[config.mk]
export PLATFORM = sky130hd
export DESIGN_NAME = event_queue_with_delay_timers
export DESIGN_NICKNAME = d
export VERILOG_FILES = /design/src/rtl/core/eqdt_pkg.sv /design/src/rtl/core/event_queue_with_delay_timers.sv /design/src/rtl/core/eqdt_queue.sv /design/src/rtl/core/eqdt_timer_bank.sv
export SDC_FILE = /design/constraint.sdc
export NUM_CORES = 1
export LEC_CHECK = 0
export BUFFER_PORTS_ARGS = -buffer_cell sky130_fd_sc_hd__buf_2
export CORE_ASPECT_RATIO = 1.4
export CORE_MARGIN = 3
export CORE_UTILIZATION = 45
export CTS_CLUSTER_DIAMETER = 100
export CTS_CLUSTER_SIZE = 10
export DETAILED_ROUTE_END_ITERATION = 7
export SETUP_SLACK_MARGIN = 0.2
export SLEW_MARGIN = 20
export SYNTH_ARGS = -nofsm -noshare
export SYNTH_HDL_FRONTEND = slang
export SYNTH_SLANG_ARGS = --single-unit
export TNS_END_PERCENT = 100
[constraint.sdc]
create_clock -name clk -period 7.6 [get_ports clk]
set_input_delay 1.52 -clock clk [delete_from_list [all_inputs] [get_ports clk]]
set_output_delay 1.52 -clock clk [all_outputs]
set_load 0.05 [all_outputs]
[src/rtl/core/eqdt_pkg.sv]
// Shared constants, codes and control structs for the event queue with delay timers.
`default_nettype none

package eqdt_pkg;

    localparam int QUEUE_DEPTH = 16;
    localparam int TIMER_COUNT = 8;
    localparam logic [7:0] NONE_EVENT = 8'd0;

    localparam int QUEUE_IDX_W = $clog2(QUEUE_DEPTH);
    localparam int TIMER_IDX_W = (TIMER_COUNT > 1) ? $clog2(TIMER_COUNT) : 1;

    localparam logic [2:0] ACT_POST  = 3'd0;
    localparam logic [2:0] ACT_GET   = 3'd1;
    localparam logic [2:0] ACT_TICK  = 3'd2;
    localparam logic [2:0] ACT_ARM   = 3'd3;
    localparam logic [2:0] ACT_CLEAR = 3'd4;

    localparam logic [1:0] STAT_OK      = 2'd0;
    localparam logic [1:0] STAT_DROPPED = 2'd1;
    localparam logic [1:0] STAT_EMPTY   = 2'd2;

    typedef struct packed {
        logic       post;
        logic       get;
        logic [7:0] data;
    } queue_cmd_t;

    typedef struct packed {
        logic waiting;
        logic full;
    } queue_stat_t;

    typedef struct packed {
        logic                   arm;
        logic                   clear;
        logic                   step;
        logic [TIMER_IDX_W-1:0] idx;
        logic [7:0]             evt;
        logic [31:0]            delay;
    } timer_cmd_t;

    typedef struct packed {
        logic       expire;
        logic [7:0] evt;
    } timer_stat_t;

endpackage

`default_nettype wire

[src/rtl/core/event_queue_with_delay_timers.sv]
// Top level: command sequencer over the event queue and the delay timer bank.
//
//  channel  | handshake          | payload
//  ---------+--------------------+------------------------------------------------
//  command  | start / busy       | action, event_code, timer_index, delay_ms
//  result   | done (1-cycle)     | event_out, status, dropped_count, waiting,
//           |                    | queue_full
//
//  A command is taken at a clock edge with start high and busy low.
//  Post, get, arm, clear and unused codes: S_EXEC, then S_FIN with done high;
//  the next command is taken once the block is back in S_IDLE.
//  Tick: the timer walk visits one timer per cycle through the shared
//  decrementer in S_WALK, between S_EXEC and S_FIN, where done is high.
//  Reset clears the queue indices, full flag and all timers; no clearing pass.
//  The receiver cannot stall: each result is shown for one cycle only.
`default_nettype none

module event_queue_with_delay_timers (
    input  wire logic        clk,
    input  wire logic        rst_n,
    input  wire logic        start,
    output logic             busy,
    input  wire logic [2:0]  action,
    input  wire logic [7:0]  event_code,
    input  wire logic [2:0]  timer_index,
    input  wire logic [31:0] delay_ms,
    output logic             done,
    output logic [7:0]       event_out,
    output logic [1:0]       status,
    output logic [3:0]       dropped_count,
    output logic             waiting,
    output logic             queue_full
);
    import eqdt_pkg::*;

    localparam logic [1:0] S_IDLE = 2'd0;
    localparam logic [1:0] S_EXEC = 2'd1;
    localparam logic [1:0] S_WALK = 2'd2;
    localparam logic [1:0] S_FIN  = 2'd3;

    logic [1:0]             state_reg;
    logic [1:0]             state_next;
    logic [TIMER_IDX_W-1:0] walk_reg;
    logic [TIMER_IDX_W-1:0] walk_next;
    logic [1:0]             status_reg;
    logic [1:0]             status_next;
    logic [3:0]             dropped_reg;
    logic [3:0]             dropped_next;
    logic                   got_reg;
    logic                   got_next;

    logic [2:0]             action_reg;
    logic [7:0]             evt_reg;
    logic [2:0]             tix_reg;
    logic [31:0]            delay_reg;

    queue_cmd_t             q_cmd;
    queue_stat_t            q_stat;
    logic [7:0]             q_rd_data;
    timer_cmd_t             t_cmd;
    timer_stat_t            t_stat;
    logic                   tix_ok;

    assign tix_ok = (32'(tix_reg) < 32'(TIMER_COUNT));

    always_comb
    begin
        state_next   = state_reg;
        walk_next    = walk_reg;
        status_next  = status_reg;
        dropped_next = dropped_reg;
        got_next     = got_reg;

        q_cmd.post  = 1'b0;
        q_cmd.get   = 1'b0;
        q_cmd.data  = evt_reg;

        t_cmd.arm   = 1'b0;
        t_cmd.clear = 1'b0;
        t_cmd.step  = 1'b0;
        t_cmd.idx   = TIMER_IDX_W'(tix_reg);
        t_cmd.evt   = evt_reg;
        t_cmd.delay = delay_reg;

        unique case (state_reg)
            S_IDLE:
            begin
                if (start)
                begin
                    state_next   = S_EXEC;
                    status_next  = STAT_OK;
                    dropped_next = '0;
                    got_next     = 1'b0;
                    walk_next    = '0;
                end
            end
            S_EXEC:
            begin
                state_next = S_FIN;
                unique case (action_reg)
                    ACT_POST:
                    begin
                        q_cmd.post = 1'b1;
                        if (q_stat.full)
                        begin
                            status_next  = STAT_DROPPED;
                            dropped_next = 4'd1;
                        end
                    end
                    ACT_GET:
                    begin
                        q_cmd.get = 1'b1;
                        if (q_stat.waiting)
                        begin
                            got_next = 1'b1;
                        end
                        else
                        begin
                            status_next = STAT_EMPTY;
                        end
                    end
                    ACT_TICK:
                    begin
                        state_next = S_WALK;
                    end
                    ACT_ARM:
                    begin
                        t_cmd.arm = tix_ok;
                    end
                    ACT_CLEAR:
                    begin
                        t_cmd.clear = tix_ok;
                    end
                    default:
                    begin
                    end
                endcase
            end
            S_WALK:
            begin
                t_cmd.idx  = walk_reg;
                t_cmd.step = 1'b1;
                q_cmd.data = t_stat.evt;
                q_cmd.post = t_stat.expire;
                if (t_stat.expire && q_stat.full)
                begin
                    status_next = STAT_DROPPED;
                    if (dropped_reg != 4'd15)
                    begin
                        dropped_next = dropped_reg + 4'd1;
                    end
                end
                if (walk_reg == TIMER_IDX_W'(TIMER_COUNT - 1))
                begin
                    state_next = S_FIN;
                end
                else
                begin
                    walk_next = walk_reg + 1'b1;
                end
            end
            S_FIN:
            begin
                state_next = S_IDLE;
            end
            default:
            begin
                state_next = S_IDLE;
            end
        endcase
    end

    always_ff @(posedge clk or negedge rst_n)
    begin
        if (!rst_n)
        begin
            state_reg   <= S_IDLE;
            walk_reg    <= '0;
            status_reg  <= STAT_OK;
            dropped_reg <= '0;
            got_reg     <= 1'b0;
        end
        else
        begin
            state_reg   <= state_next;
            walk_reg    <= walk_next;
            status_reg  <= status_next;
            dropped_reg <= dropped_next;
            got_reg     <= got_next;
        end
    end

    // Hold the command fields for the whole operation.
    always_ff @(posedge clk)
    begin
        if (state_reg == S_IDLE && start)
        begin
            action_reg <= action;
            evt_reg    <= event_code;
            tix_reg    <= timer_index;
            delay_reg  <= delay_ms;
        end
    end

    eqdt_queue u_queue (
        .clk     (clk),
        .rst_n   (rst_n),
        .cmd     (q_cmd),
        .stat    (q_stat),
        .rd_data (q_rd_data)
    );

    eqdt_timer_bank u_timers (
        .clk   (clk),
        .rst_n (rst_n),
        .cmd   (t_cmd),
        .stat  (t_stat)
    );

    assign busy          = (state_reg != S_IDLE);
    assign done          = (state_reg == S_FIN);
    assign event_out     = got_reg ? q_rd_data : NONE_EVENT;
    assign status        = status_reg;
    assign dropped_count = dropped_reg;
    assign waiting       = q_stat.waiting;
    assign queue_full    = q_stat.full;

endmodule

`default_nettype wire

[src/rtl/core/eqdt_queue.sv]
// Circular event queue: storage array, read/write indices and full flag.
`default_nettype none

module eqdt_queue (
    input  wire logic               clk,
    input  wire logic               rst_n,
    input  wire eqdt_pkg::queue_cmd_t  cmd,
    output eqdt_pkg::queue_stat_t   stat,
    output logic [7:0]              rd_data
);
    import eqdt_pkg::*;

    logic [7:0]             mem [QUEUE_DEPTH];
    logic [QUEUE_IDX_W-1:0] rd_idx_reg;
    logic [QUEUE_IDX_W-1:0] rd_idx_next;
    logic [QUEUE_IDX_W-1:0] wr_idx_reg;
    logic [QUEUE_IDX_W-1:0] wr_idx_next;
    logic                   full_reg;
    logic                   full_next;
    logic [7:0]             rd_data_reg;
    logic                   waiting;
    logic [QUEUE_IDX_W-1:0] wr_inc;
    logic [QUEUE_IDX_W-1:0] rd_inc;

    assign waiting = full_reg || (rd_idx_reg != wr_idx_reg);
    assign wr_inc  = (wr_idx_reg == QUEUE_IDX_W'(QUEUE_DEPTH - 1)) ? '0 : wr_idx_reg + 1'b1;
    assign rd_inc  = (rd_idx_reg == QUEUE_IDX_W'(QUEUE_DEPTH - 1)) ? '0 : rd_idx_reg + 1'b1;

    always_comb
    begin
        rd_idx_next = rd_idx_reg;
        wr_idx_next = wr_idx_reg;
        full_next   = full_reg;
        if (cmd.post && !full_reg)
        begin
            wr_idx_next = wr_inc;
            full_next   = (wr_inc == rd_idx_reg);
        end
        else if (cmd.get && waiting)
        begin
            rd_idx_next = rd_inc;
            full_next   = 1'b0;
        end
    end

    always_ff @(posedge clk or negedge rst_n)
    begin
        if (!rst_n)
        begin
            rd_idx_reg <= '0;
            wr_idx_reg <= '0;
            full_reg   <= 1'b0;
        end
        else
        begin
            rd_idx_reg <= rd_idx_next;
            wr_idx_reg <= wr_idx_next;
            full_reg   <= full_next;
        end
    end

    always_ff @(posedge clk)
    begin
        if (cmd.post && !full_reg)
        begin
            mem[wr_idx_reg] <= cmd.data;
        end
    end

    always_ff @(posedge clk)
    begin
        if (cmd.get && waiting)
        begin
            rd_data_reg <= mem[rd_idx_reg];
        end
    end

    assign stat.waiting = waiting;
    assign stat.full    = full_reg;
    assign rd_data      = rd_data_reg;

endmodule

`default_nettype wire

[src/rtl/core/eqdt_timer_bank.sv]
// Delay timer bank with one shared decrementer, stepped one timer per cycle.
`default_nettype none

module eqdt_timer_bank (
    input  wire logic               clk,
    input  wire logic               rst_n,
    input  wire eqdt_pkg::timer_cmd_t  cmd,
    output eqdt_pkg::timer_stat_t   stat
);
    import eqdt_pkg::*;

    logic [31:0] count_reg [TIMER_COUNT];
    logic [7:0]  evt_reg   [TIMER_COUNT];
    logic [31:0] sel_count;
    logic [31:0] dec_count;
    logic        sel_busy;

    assign sel_count = count_reg[cmd.idx];
    assign sel_busy  = (sel_count != 32'd0);
    assign dec_count = sel_count - 32'd1;

    // A count of one steps to zero now: the timer fires.
    assign stat.expire = cmd.step && (sel_count == 32'd1);
    assign stat.evt    = evt_reg[cmd.idx];

    always_ff @(posedge clk or negedge rst_n)
    begin
        if (!rst_n)
        begin
            for (int i = 0; i < TIMER_COUNT; i++)
            begin
                count_reg[i] <= '0;
                evt_reg[i]   <= NONE_EVENT;
            end
        end
        else
        begin
            if (cmd.arm)
            begin
                count_reg[cmd.idx] <= cmd.delay;
                evt_reg[cmd.idx]   <= cmd.evt;
            end
            else if (cmd.clear)
            begin
                count_reg[cmd.idx] <= '0;
                evt_reg[cmd.idx]   <= NONE_EVENT;
            end
            else if (cmd.step && sel_busy)
            begin
                count_reg[cmd.idx] <= dec_count;
            end
        end
    end

endmodule

`default_nettype wire

Word level (Yosys, flattened, before mapping)
Memories as Yosys holds them, arrays and structs flattened. A register that Yosys moved wholly into a read port is not among the register bits. Index checks and enable logic that the tools add are counted.

Shift-type cells: 0. Multiply operators: 0. Order comparisons: 2. Divide/modulo/power cells: 0. Eq/ne operators: 26. Mux-type cells: 57. Add/sub/neg operators: 5. Reduce and logical (&&, ||, !) cells: 25. Bitwise gates (word level): 6.

Operators by type and width (count): two-way mux 256 bit (3); bitwise mux 256 bit (2); bitwise AND 256 bit (1); NOT 256 bit (1); two-way mux 64 bit (2); binary-select mux 32 bit (select 3 bit) (1); demux 32 bit (select 3 bit) (1); two-way mux 32 bit (3); bitwise AND 64 bit (1); bitwise mux 64 bit (1); NOT 64 bit (1); two-way mux 8 bit (5); equality test 32 x 1 -> 1 bit, second input constant (1); two-way mux 4 bit (8); nonzero test 32 bit (1); subtractor 32 x 1 -> 32 bit, second input constant (1); binary-select mux 8 bit (select 3 bit) (1); demux 8 bit (select 3 bit) (1); two-way mux 2 bit (7); two-way mux 1 bit (13); adder 4 x 1 -> 4 bit, second input constant (3); case mux 4 bit (3 select lines) (1); AND reduction 6 bit (2); != test 2 bit, second input constant (5); other kinds (34) (55).

Word-level logic and storage cells: 150. Latch bits: 0. ROM bits: 0. Memories: 1. Bits in writable memories: 128. Output and inout port bits: 18. Register bits: 387. Input port bits: 49.

Memories: u_queue.mem (depth 16, width 8, rd ports 1, clocked after memory_dff 1, wr ports 1, RTL line eqdt_queue.sv:13) `logic [7:0] mem [QUEUE_DEPTH];`.

Logic depth before layout (Yosys ltp)
Gate-level depths: netlist of the first run.

Depth in word-level cells: 12. Mapped depth: 20. Gate-level depth less buffers: 13.

By module
From an unflattened synthesis of the first run, not the netlist that was laid out.

Cell total of the unflattened synthesis: 2154. Area total of the unflattened synthesis: 25560.8 um2.

By module, submodules not included: eqdt_timer_bank (sequential area each 8007.7 um2, cells an instance 1666, times used 1, area an instance 17272.8 um2); eqdt_queue (sequential area each 4309.1 um2, cells an instance 326, times used 1, area an instance 5856.9 um2); event_queue_with_delay_timers (sequential area each 1681.6 um2, cells an instance 162, times used 1, area an instance 2431.1 um2).

Least setup slack after synthesis of the first run
No wires, ideal clock.

Path kind: flip-flop to flip-flop. Start: reg state_reg[0]. End: mem u_queue.mem[3][0] (enable). Path buffers: 4. Data arrival time: 3.977 ns. Clock period less this slack: 4.360 ns. Required time: 7.217 ns. Library setup time: 0.383 ns. Cell stages (with the launch flop): 17. Slack: 3.240 ns. Path through: dfrtp_1 -> inv_1 -> ha_1 -> buf_6 -> buf_6 -> mux2_4 -> buf_6 -> buf_6 -> and4_1 -> a221o_1 -> nor3_1 -> ha_1 -> nand4b_1 -> nor4_1 -> a21o_1 -> nand2_1 -> nor3_1.

Cells in the longest elaborated chain, start to end: 12. Elaborated cells between the ends (all ways): 13. Classes of those cells: eq/ne (3); mux (7); bitwise (1); reduce/logical (2).

RTL lines: from (decl) (RTL line event_queue_with_delay_timers.sv:41) `logic [1:0] state_reg;`; from (signal assigned) (RTL line event_queue_with_delay_timers.sv:185) `state_reg <= state_next;`; equality test 2 bit (RTL line event_queue_with_delay_timers.sv:85) `unique case (state_reg)`; two-way mux 4 bit (RTL line event_queue_with_delay_timers.sv:85); NOT 3 -> 4 bit (not written as such) (RTL line eqdt_timer_bank.sv:18) `assign sel_count = count_reg[cmd.idx];`; binary-select mux 32 bit (select 3 bit) (RTL line eqdt_timer_bank.sv:18); two-way mux 32 bit (not written as such) (2 in series) (RTL line eqdt_timer_bank.sv:18); equality test 32 x 1 -> 1 bit (RTL line eqdt_timer_bank.sv:23) `assign stat.expire = cmd.step && (sel_count == 32'd1);`; logical AND 1 bit (RTL line eqdt_timer_bank.sv:23); case mux 1 bit (2 select lines) * (RTL line event_queue_with_delay_timers.sv:85); logical AND 1 bit * (RTL line eqdt_queue.sv:64) `if (cmd.post && !full_reg)`; two-way mux 1 bit * (RTL line eqdt_queue.sv:64); two-way mux 1 bit (not written as such) * (RTL line eqdt_queue.sv:66) `mem[wr_idx_reg] <= cmd.data;`; to (decl) (RTL line eqdt_queue.sv:13).

Every way passes the cells marked *; elsewhere a longest branch is shown, timed or not. The select of a mux whose other input is x is not followed.

Final worst setup path of the first run
Start: reg state_reg[0]. End: mem u_queue.mem[1][4] (enable).

Same word-level chain as after synthesis.

==> flow_summary.ini, run 1 <==
[worst_setup_path]
critical_path.top_delay_family = simple AND/OR/NAND/NOR gates
delay_contributed_by_the_slowest_stage_of_the_critical_path_ps = 860
cp.buffers_inverters = 3
cp-start-kind = flop
critical_path.endpoint_type = flop
path_cells = inv_1, ha_2, buf_4, mux2i_4, buf_4, nor2_2, a221o_1, a21oi_1, and3_1, and4_1, a21o_1, nand2_1, nor3_1
critical_path_required_ps = 7830
worst-setup-path-type = flop to flop
critical_path_peak_fanout = 39
slowest_stage = nor3_1
critPathMostFrequentCell = buf_4
critical_path_arrival_ps = 6510

[cells_and_area]
largest_register_ffs = 256
stdcell_area_um2 = 28400
commonest_non_fill_non_tap_cell_in_the_layout = dfrtp_1
post_route_cells_drive_above_1_share_pct = 14.7
layout.filler_cells = 5041
layout.cells.most_common_list = 340 x dfrtp_1, 300 x nand2_1, 182 x edfxtp_1
syn2layout_area_growth_pct = 10.6
finalNetCount = 2350
multi_input_comb_area_um2 = 10900
area.sequential_um2 = 14000

[logic_synthesis]
number_of_enable_type_register_cells_in_the_synthesized_netlist = 182
ys_seq_area_share_pct = 54.5
synthesis.nets = 2325
synth_top_area_share_pct = 33.2
mux_cell_area_share_after_synthesis_pct = 8.76
synth_top_flop_cell = dfrtp_1
synth_cell_type_count = 106
postSynthRegisterBits = 523
synth_area_in_adders_pct = 0.779
mappedNetlistArea_um2 = 25700
syn_avg_cell_area_um2 = 11.4
yosys_warnings = 0
synth-async-reset-ratio_pct = 65.2
netlist_top_cells_area = dfrtp_1 33%, edfxtp_1 21%, nand2_1 4.4%
synth_compound_area_share_pct = 18.7
synth_simple_gate_area_share_pct = 12.0
synthCells = 2260
largest_family_of_logic_cells_by_synthesized_area = compound AO/OA/AOI/OAI gates
post_synth_xor_area_fraction_pct = 1.50
yosys.area.top_type = dfrtp_1

[clock_tree]
skew_pair_late_insertion_delay_ps = 640
clk_pin_slew_ps = 60
max-clock-path-buffers = 3
cts_tree = done
cts-buffers-inserted = 58
postcts_setup_bufs = 0
cts-root-buf = clkbuf_16
cts_htree_levels = 2
holdBufCountCts = 0
resized_cells_post_cts = 0
clock_sink_count = 523

[die]
die_x_um = 208
std_cell_rows = 103
die_h_um = 289
floorplan.core_area_um2 = 56400
start_util_pct = 45.5
fp.dieArea_um2 = 60100
io_pins = 67

[run_status]
outcome = finished, final reports clean

[timing]
report.final.slew_viol_count = 0
timing.hold.ws_ps = 489
post-route-period-util_pct = 82.6
timing_worst_slew_pin_value_ps = 1170
max_clock_freq_ghz = 0.159
hold_viol = 0
finalWorstPathRequiredPeriod_ps = 6280
rsz0062_at_grt = no
final.setup.tns_ps = 0
finClkSkew_ps = 40.0
slew_headroom_pct = 22.0
timing.final.setup_violations = 0

[detailed_routing]
drt_iter0_drc = 1891
drt_drc_violations_left = 0
antenna_left = 0
detailed_route_wire_length_per_cell_um = 29.1
drt-vias-per-instance = 6.62
drt-pass1-iter-count = 6
route.vias.total = 20200
totalWireLength_um = 89100

[placed_design]
port-buffer-count = 66
gp_routability_congestion = 0.958
place_area_um2 = 26800
hpwl_after_detailed_placement_um = 60500

[hold_path]
timing.hold.worst.class = flop to flop

[global_route]
via_count_of_the_first_global_routing_pass = 20500
global_route_congestion_overflow_total = 0
antenna_violations_before_repair = 0
grt_max_degree = 139
grt_first_pass_wirelength_um = 133000
grt.total_usage_pct = 29.2

[pwr]
max-vdd-ir-drop_mv = 0.249
power.static_leakage_nw = 11.3
cell_pwr_density_nw_per_um2 = 431

[flow_run]
maxCapViolCount = 0
final timing paths:
path                                         start                      end  slack (ps)  cells past startpoint
setup / recovery                      state_reg[0]        u_queue.mem[1][4]        1320                     13
hold / removal             u_timers.count_reg[181]  u_timers.count_reg[181]         490                      2
setup reg to reg                      state_reg[0]        u_queue.mem[1][4]        1320                     13
hold reg to reg            u_timers.count_reg[181]  u_timers.count_reg[181]         490                      2
max in group asynchronous                    rst_n     u_timers.evt_reg[30]        5260                      2
min in group asynchronous                    rst_n   u_timers.count_reg[69]         860                      1
tightest hold or removal path, cell delays in order (launching register included):
cell     delay (ps)
dfrtp_1         340
nand2_1          50
o21ai_1          60
cell type report:
class / count / share of cell area (%)
repair buffers: 122 / 2.72
diodes: 1 / 0.00880
well taps: 735 / 3.24
multi-input cells: 1530 / 38.3
clock buffers: 92 / 5.55
clock inverters: 4 / 0.238
flip-flops and latches: 523 / 49.2
inverters: 50 / 0.660
power breakdown:
group          internal (W)  leakage (nW)  switching, W
Clock               0.00141         0.785       0.00115
Combinational       0.00174          4.36       0.00350
Sequential          0.00383          6.15      0.000605
Total               0.00699          11.3       0.00525
Yosys cell counts (all sizes together), types with 6 or more instances:
cell	count
o21ai	137
mux4	19
nor4	14
a32oi	20
nor3b	8
and2	34
and4	10
o31ai	9
a22o	115
nand4	18
nor2	107
nor2b	11
a211oi	13
nand2	304
o22ai	9
dfrtp	341
and3	11
xnor2	27
mux2i	90
a221o	17
xor2	11
o2bb2ai	30
a2bb2oi	6
mux2	81
a21oi	94
o211ai	13
ha	16
clkbuf	72
nand2b	10
a221oi	22
nand3	52
inv	49
o221ai	70
nor3	27
a31oi	22
buf	85
a22oi	19
edfxtp	182
a311oi	8
logic make-up (layout without fill, tap and decap cells):
kind of cell,count (synthesis),in the layout
XOR/XNOR,38,38
AO/OA/AOI/OAI,652,652
adder cells (fa/ha/maj),16,16
AND/OR/NAND/NOR,634,634
buffers and inverters,207,268
other,0,1
flip-flops,523,523
multiplexers,190,190
metal layers:
layer	vias up	routed length [µm]	track usage, %	share of wire, %
li1	8620	-	-	-
met1	10100	32600	34.8	37
met2	1116	43000	48.8	48
met3	364	6500	4.85	7.3
met4	0	6970	19.7	7.8
met5	-	0	0	0
per-stage QoR:
step | instances | util, % | worst slack, ps | power, W
after floorplan | 2260 | - | 3240 | 0.00780
after global placement | 2960 | 47.4 | 1540 | 0.00951
after detailed placement | 2960 | 47.4 | 1610 | 0.00959
after CTS | 3056 | 50.3 | 1580 | 0.0122
after global routing | 3056 | 50.4 | 1100 | 0.0128
final | 3057 | 50.4 | 1320 | 0.0122
No activity file was read; power rests on OpenSTA's default activity.
==> inputs of run 2 (changes only) <==
==> constraint.sdc (replaced) <==
create_clock -name clk -period 5.97 [get_ports clk]
set_input_delay 1.194 -clock clk [delete_from_list [all_inputs] [get_ports clk]]
set_output_delay 1.194 -clock clk [all_outputs]
set_load 0.05 [all_outputs]
==> flow_summary.ini, run 2 (same netlist as run 1, synthesis figures left out) <==
[run_status]
outcome = finished, final reports clean

[global_route]
global_route_congestion_overflow_total = 0
grt_max_degree = 115
grt.total_usage_pct = 30.3
via_count_of_the_first_global_routing_pass = 20700
antenna_violations_before_repair = 1
grt_first_pass_wirelength_um = 137000

[worst_setup_path]
worst-setup-path-type = flop to flop
critical_path_peak_fanout = 59
critical_path.endpoint_type = flop
critical_path_required_ps = 6290
critical_path_arrival_ps = 5970
cp-start-kind = flop

[cells_and_area]
commonest_non_fill_non_tap_cell_in_the_layout = dfrtp_1
largest_register_ffs = 256
layout.filler_cells = 4995
finalNetCount = 2425
stdcell_area_um2 = 29100
syn2layout_area_growth_pct = 13.1
layout.cells.most_common_list = 340 x dfrtp_1, 300 x nand2_1, 182 x edfxtp_1
post_route_cells_drive_above_1_share_pct = 17.1
area.sequential_um2 = 14000
multi_input_comb_area_um2 = 10900
utilization_pct = 51.5

[pwr]
power.static_leakage_nw = 11.7
switching_share_of_power_pct = 42.8
combinationalPowerShare_pct = 44.3
internal_power_w = 0.00912
cell_pwr_density_nw_per_um2 = 549
max-vdd-ir-drop_mv = 0.329
pwr-share-clk_pct = 20.3
seq_power_share_pct = 35.3
p_switching_w = 0.00683

[timing]
final.setup.tns_ps = 0
timing_worst_slew_pin_value_ps = 1220
finalWorstPathRequiredPeriod_ps = 5650
finClkSkew_ps = 20.4
smallest_setup_slack_after_layout_ps = 322
rsz0062_at_grt = no
max_clock_freq_ghz = 0.177
slew_headroom_pct = 18.1
report.final.slew_viol_count = 0
timing.hold.ws_ps = 488
post-route-period-util_pct = 94.6
hold_viol = 0
timing.final.setup_violations = 0

[clock_tree]
holdBufCountCts = 0
cts-buffers-inserted = 58
max-clock-path-buffers = 3
clock_sink_count = 523
skew_pair_late_insertion_delay_ps = 630
cts_htree_levels = 2
cts-root-buf = clkbuf_16
postcts_setup_bufs = 0
resized_cells_post_cts = 0
cts_tree = done
clk_pin_slew_ps = 60

[detailed_routing]
drt_drc_violations_left = 0
drt-pass1-iter-count = 6
antenna_left = 0
drt_iter0_drc = 2183
drt-vias-per-instance = 6.52
totalWireLength_um = 92300
route.vias.total = 20400
detailed_route_wire_length_per_cell_um = 29.5

[flow_run]
maxCapViolCount = 0

[die]
die_x_um = 208
floorplan.core_area_um2 = 56400
fp.dieArea_um2 = 60100
io_pins = 67
die_h_um = 289
std_cell_rows = 103
start_util_pct = 45.5

[hold_path]
timing.hold.worst.class = flop to flop

[placed_design]
gp_routability_congestion = 1.04
hpwl_after_detailed_placement_um = 63800
post-place-ws_ps = 572
place_area_um2 = 27400
port-buffer-count = 66
## run 2: changes by cell type in the layout (fill, tap and decap cells not counted), sizes merged
| cell | delta |
|---|---|
| inv | -2 |
| clkinv | +2 |
| clkbuf | -4 |
| buf | +75 |
## run 2: metrics by stage
| stage | std cells | total power (W) |
|---|---|---|
| 2_1_floorplan | 2260 | 0.00993 |
| 3_3_place_gp | 3035 | 0.0125 |
| 3_5_place_dp | 3035 | 0.0126 |
| 4_1_cts | 3127 | 0.0159 |
| 5_1_grt | 3127 | 0.0167 |
| 6_report | 3128 | 0.0159 |
## run 2: cell type report
cell class,count,share of cell area (%)
sequential,523,48.2
multi-input combinational,1530,37.4
clock buffer,88,5.38
timing repair buffer,197,4.99
tap,735,3.16
inverter,50,0.646
clock inverter,4,0.245
antenna,1,0.00861
## run 2: path summary, 6_finish.rpt
kind	depth (start not counted)	slack (ps)	start	to
worst max-delay path	16	320	state_reg[0]	u_queue.mem[3][7]
worst max register to register	16	320	state_reg[0]	u_queue.mem[3][7]
worst min-delay path	2	490	u_timers.count_reg[181]	u_timers.count_reg[181]
max in group asynchronous	2	4130	rst_n	u_timers.count_reg[33]
worst min register to register	2	490	u_timers.count_reg[181]	u_timers.count_reg[181]
min in group asynchronous	1	610	rst_n	u_timers.count_reg[104]
## run 2: worst max-delay path: stages, from the launching register on
cell      delay, ps
dfrtp_1         410
inv_1           120
ha_2            220
buf_12          200
or3b_1          720
nand2_1         440
a222oi_1        180
o221a_2         410
inv_1           240
ha_1            270
nand4b_1        300
nor4_1          630
buf_4           210
a21o_1          300
nand2_1         250
nor3_1          180
buf_4           210
## run 2: power by group through the flow
| stage | Clock, W | Sequential (W) | Combinational, W |
|---|---|---|---|
| final | 0.00324 | 0.00563 | 0.00707 |
| after CTS | 0.00330 | 0.00560 | 0.00696 |
| after detailed placement | 0 | 0.00564 | 0.00694 |
| after global placement | 0 | 0.00564 | 0.00683 |
| after floorplan | 0 | 0.00534 | 0.00459 |
| after global routing | 0.00344 | 0.00571 | 0.00750 |
## run 2: metal layers
layer  GRT usage [%]  wire length (µm)
met2            51.9             45300
met4            19.7              7290
met1            35.2             33000
met3            5.06              6670
met5               0                13
